### src/hdl/satl_pkg.sv
// Shared constants and types for the set-associative tag lookup.
// Holds address split, row layout of the tag/age memory and lookup result.
// No dependencies.
`default_nettype none

package satl_pkg;

    localparam int ADDR_WIDTH = 32;
    localparam int SET_BITS   = 7;
    localparam int WAY_BITS   = 2;
    localparam int LINE_BITS  = 5;
    localparam int AGE_WIDTH  = 16;

    localparam int NUM_SETS  = 1 << SET_BITS;
    localparam int NUM_WAYS  = 1 << WAY_BITS;
    localparam int TAG_BITS  = ADDR_WIDTH - SET_BITS - LINE_BITS;

    localparam logic [AGE_WIDTH-1:0] AGE_MAX = '1;
    localparam logic [AGE_WIDTH-1:0] AGE_NEW = AGE_WIDTH'(1);

    localparam logic ACT_LOOKUP = 1'b0;
    localparam logic ACT_CLEAR  = 1'b1;

    typedef struct packed {
        logic [TAG_BITS-1:0]  tag;
        logic [AGE_WIDTH-1:0] age;
    } t_way;

    typedef t_way [NUM_WAYS-1:0] t_row;

    localparam int ROW_WIDTH = $bits(t_row);

    typedef struct packed {
        logic                hit;
        logic [WAY_BITS-1:0] way;
        logic                replaced;
        t_row                row;
    } t_lookup;

endpackage

`default_nettype wire

### src/hdl/satl_way_sel.sv
// Way selection for one set: tag compare, empty/victim choice and age update.
// Purely combinational; depends on satl_pkg.
`default_nettype none

module satl_way_sel (
    input  var satl_pkg::t_row                  i_row,
    input  var logic [satl_pkg::TAG_BITS-1:0]   i_tag,
    input  var logic                            i_random_replace,
    input  var logic [satl_pkg::WAY_BITS-1:0]   i_random_way,
    output satl_pkg::t_lookup                   o_lookup
);
    import satl_pkg::*;

    logic                 hit;
    logic                 empty_found;
    logic [WAY_BITS-1:0]  hit_way;
    logic [WAY_BITS-1:0]  empty_way;
    logic [WAY_BITS-1:0]  oldest_way;
    logic [AGE_WIDTH-1:0] oldest_age;
    logic [WAY_BITS-1:0]  sel_way;
    t_row                 new_row;

    // first matching way, first empty way, oldest way (lowest index on ties)
    always_comb begin
        hit         = 1'b0;
        hit_way     = '0;
        empty_found = 1'b0;
        empty_way   = '0;
        oldest_way  = '0;
        oldest_age  = '0;
        for (int w = 0; w < NUM_WAYS; w++) begin
            if (!hit && i_row[w].age != '0 && i_row[w].tag == i_tag) begin
                hit     = 1'b1;
                hit_way = WAY_BITS'(w);
            end
            if (!empty_found && i_row[w].age == '0) begin
                empty_found = 1'b1;
                empty_way   = WAY_BITS'(w);
            end
            if (i_row[w].age > oldest_age) begin
                oldest_age = i_row[w].age;
                oldest_way = WAY_BITS'(w);
            end
        end
    end

    always_comb begin
        if (hit) begin
            sel_way = hit_way;
        end else if (empty_found) begin
            sel_way = empty_way;
        end else if (i_random_replace) begin
            sel_way = i_random_way;
        end else begin
            sel_way = oldest_way;
        end
    end

    // selected way restarts at age one, other valid ways age and saturate
    always_comb begin
        new_row = i_row;
        for (int w = 0; w < NUM_WAYS; w++) begin
            if (WAY_BITS'(w) == sel_way) begin
                new_row[w].tag = i_tag;
                new_row[w].age = AGE_NEW;
            end else if (i_row[w].age != '0 && i_row[w].age != AGE_MAX) begin
                new_row[w].age = i_row[w].age + AGE_NEW;
            end
        end
    end

    assign o_lookup.hit      = hit;
    assign o_lookup.way      = sel_way;
    assign o_lookup.replaced = !hit && !empty_found;
    assign o_lookup.row      = new_row;

endmodule

`default_nettype wire

### config.mk
export PLATFORM = sky130hd
export DESIGN_NAME = satl_way_sel
export DESIGN_NICKNAME = d
export VERILOG_FILES = /design/src/hdl/satl_pkg.sv /design/src/hdl/satl_way_sel.sv
export SDC_FILE = /design/constraint.sdc
export NUM_CORES = 1
export LEC_CHECK = 0
export BUFFER_PORTS_ARGS = -buffer_cell sky130_fd_sc_hd__buf_2
export CORE_ASPECT_RATIO = 0.8
export CORE_MARGIN = 2
export CORE_UTILIZATION = 40
export DETAILED_ROUTE_END_ITERATION = 7
export GPL_TIMING_DRIVEN = 1
export MAX_ROUTING_LAYER = met4
export PLACE_DENSITY = 0.74
export SLEW_MARGIN = 15
export SYNTH_ARGS = -nofsm -noshare
export SYNTH_HDL_FRONTEND = slang
export SYNTH_SLANG_ARGS = --single-unit
### constraint.sdc
create_clock -name vclk -period 5.8
set_input_delay 0 -clock vclk [all_inputs]
set_output_delay 0 -clock vclk [all_outputs]
set_load 0.01 [all_outputs]
==> summary.txt <==
======================================================================================
Leak                                                                        0.00444 uW
Detailed-routing wirelength on met1                                           11700 um
Max-slew violations                                                                  0
Proportion of power drawn by combinational gates                                 1.000
Switch Pwr                                                                      733 uW
Remaining number of nets flagged by the antenna check after routing                  0
Length of routed met3 wiring                                                   2470 um
Final worst-path setup slack                                                 -0.574 ns
Fraction of power consumed by sequential logic                                       0
Shortest period the worst path allows                                          6.37 ns
Count of max-cap constraint violations                                               0
PD cells                                                                   161 nW/um^2
Die Span X                                                                      134 um
Area fraction of the dominant cell type after synthesis                          0.171
Global-route wire length before repair                                        37900 um
Internal power consumption                                                      821 uW
Antenna violations before repair                                                     0
Net count after synthesis                                                          965
Met2 WL post-DR                                                               12100 um
Result of the run                                                         complete, but fails checks
Maximum single-stage delay on the critical path                                0.38 ns
TritonRoute pass-1 iters                                                             5
Filler cell count                                                                  959
Gpl congestion                                                                    1.00
Peak supply drop                                                              0.114 mV
Endpoint class of the critical path                                         output pin
Total overflow reported by the global router                                         0
Placed wire-length estimate                                                   19200 um
Unrepaired setup endpoints after global routing                                   true
Worst-path fanout max                                                                8
Core Util, Final                                                                 0.742
Area of the mapped netlist                                                   5380 um^2
Fin Setup TNS                                                                -69.62 ns
Total number of placement rows                                                      37
Post-Place Setup Slack                                                       -0.693 ns
Via-per-instance ratio                                                            5.64
# DRC                                                                                0
Crit path max-delay family                                                compound AO/OA/AOI/OAI gates
Launching element type of the critical path                                 input port
I/O pin cnt                                                                        315
Sequential share of the synthesized area                                             0
Core Box Area                                                               13000 um^2
Buffering stage count on the worst path with inverters included                     12
Pin count of the biggest net entering global routing                                22
Warnings, synthesis                                                                  0
Fraction of final layout cells with drive strength greater than 1                0.564
Number of failing hold endpoints at the final stage                                  0
Wire length after detailed routing                                            27000 um
Cell area after layout                                                       9650 um^2
Relative slew slack                                                              0.537
Share of total power consumed by net switching                                   0.472
Actual slew at the worst max-slew pin                                         0.692 ns
Clock power share                                                                    0
Net count of the finished layout                                                  1376
Share of the cycle needed by the critical path after routing                      1.10
Worst hold path class                                                           in2out
Via count of the first global-routing pass                                        6881
Vias post-DR                                                                      7482
Iter 0 DRT Violations                                                              647
Setup-failing EPs final                                                            146
Syn avg cell area                                                            7.25 um^2
Die footprint                                                               14400 um^2
Violations in the final reports                                           negative setup slack
Post-synth top area cell                                                  sky130_fd_sc_hd__xnor2_1
Standard cell area after detailed placement                                  7620 um^2
Top achievable clock speed                                                     157 MHz
Overall fraction of global-route tracks in use                                   0.339
Synth cell types                                                                    53
Arrival time of the worst setup path                                           6.37 ns
ANT cells                                                                            0
Num sequential                                                                       0
Required time at the worst-slack endpoint                                      5.80 ns
Synthesis-to-finish area growth                                                  79.4%
Synth cell count leaders                                                  sky130_fd_sc_hd__nor2_1 (106), sky130_fd_sc_hd__xnor2_1 (105), sky130_fd_sc_hd__nand2_1 (66)
Sequential cell area                                                            0 um^2
Crit-path most repeated cell                                              sky130_fd_sc_hd__buf_6
Synth top area cells                                                      sky130_fd_sc_hd__xnor2_1 (17%), sky130_fd_sc_hd__mux2_2 (14%), sky130_fd_sc_hd__ha_1 (13%)
Mapped Cells                                                                       742
Effective utilization at floorplan                                               0.413
Most used standard cell by instance count after synthesis                 sky130_fd_sc_hd__nor2_1
Category of the most critical setup path                                        in2out
Library cell contributing the largest single delay on the critical path   sky130_fd_sc_hd__a221o_1
Top metal layer carrying routed signals                                           met4
Final routed wire length divided by cell count                                 20.4 um
Number of clock buffers in the layout                                                0
Port bufs                                                                          315
Chip Height                                                                     108 um
======================================================================================
layout make-up:
cell class	count	area, um^2	share of cell area
Tap cell	175	219	0.0227
Multi-Input combinational cell	670	5780	0.599
Timing Repair Buffer	451	3530	0.366
Inverter	30	118	0.0122
placed cells by master (no fill, tap or decap), types with 5 or more instances in the layout:
master                      n
sky130_fd_sc_hd__buf_4     92
sky130_fd_sc_hd__nor4_1    12
sky130_fd_sc_hd__nand2_1   61
sky130_fd_sc_hd__nor2_2    18
sky130_fd_sc_hd__and3_1    10
sky130_fd_sc_hd__buf_8      6
sky130_fd_sc_hd__nand3_1   16
sky130_fd_sc_hd__a21oi_2   14
sky130_fd_sc_hd__o21ai_0    8
sky130_fd_sc_hd__a21oi_1   19
sky130_fd_sc_hd__nor2_4    35
sky130_fd_sc_hd__xnor2_1  105
sky130_fd_sc_hd__buf_2    236
sky130_fd_sc_hd__xor2_1    35
sky130_fd_sc_hd__nor2_1    54
sky130_fd_sc_hd__mux2_4    50
sky130_fd_sc_hd__buf_12    12
sky130_fd_sc_hd__buf_16     6
sky130_fd_sc_hd__o21ai_2    5
sky130_fd_sc_hd__buf_6     96
sky130_fd_sc_hd__nor3_1     9
sky130_fd_sc_hd__ha_1      48
sky130_fd_sc_hd__ha_4       7
sky130_fd_sc_hd__and4_1    10
sky130_fd_sc_hd__o21ai_1    6
sky130_fd_sc_hd__mux2_2    32
sky130_fd_sc_hd__nand4_1   45
sky130_fd_sc_hd__inv_1     27
power groups by stage:
stage                     logic, uW  clock network (uW)  registers [uW]
after floorplan                 607                   0               0
after global placement         1020                   0               0
after detailed placement       1030                   0               0
after CTS                      1330                   0               0
after global routing           1630                   0               0
final                          1550                   0               0
layer usage:
layer / global-route usage / vias to the layer above
met4: 0.0600 / 0
li1: - / 3462
met5: - / -
met2: 0.533 / 475
met3: 0.0523 / 58
met1: 0.466 / 3487
worst paths after layout:
check                  from       endpoint  slack [ns]  cells after the start
setup / recovery   i_row[0]  o_lookup[139]       -0.57                     39
hold / removal    i_row[68]   o_lookup[68]        0.32                      3
logic make-up (layout without fill, tap and decap cells):
family                     count (synthesis)  count (layout)  share of synthesized area
AOI/OAI and AO/OA                         89              89                      0.109
xor gates and xnor gates                 140             140                      0.228
adders and majority gates                 56              56                      0.130
buffers and inverters                     72             481                     0.0758
muxes                                     82              82                      0.179
and+or+nand+nor                          303             303                      0.278
stage by stage:
| stage | power (uW) | hold slack, ns | instances |
|---|---|---|---|
| floorplan | 607 | 0.135 | 742 |
| global placement | 1020 | 0.322 | 1275 |
| detailed placement | 1030 | 0.324 | 1275 |
| CTS | 1330 | 0.324 | 1306 |
| global route | 1630 | 0.335 | 1326 |
| finish | 1550 | 0.325 | 1326 |
what timing repair did:
action / in CTS / in global routing
pin swaps: 49 / 62
buffers inserted: 25 / 22
gates cloned: 10 / 2
setup endpoints to repair: 146 / 146
hold buffers: 0 / 0
gates resized for setup: 184 / 155
hold endpoints to repair: 0 / 0
Note: power is estimated with default switching activity, not from simulation.
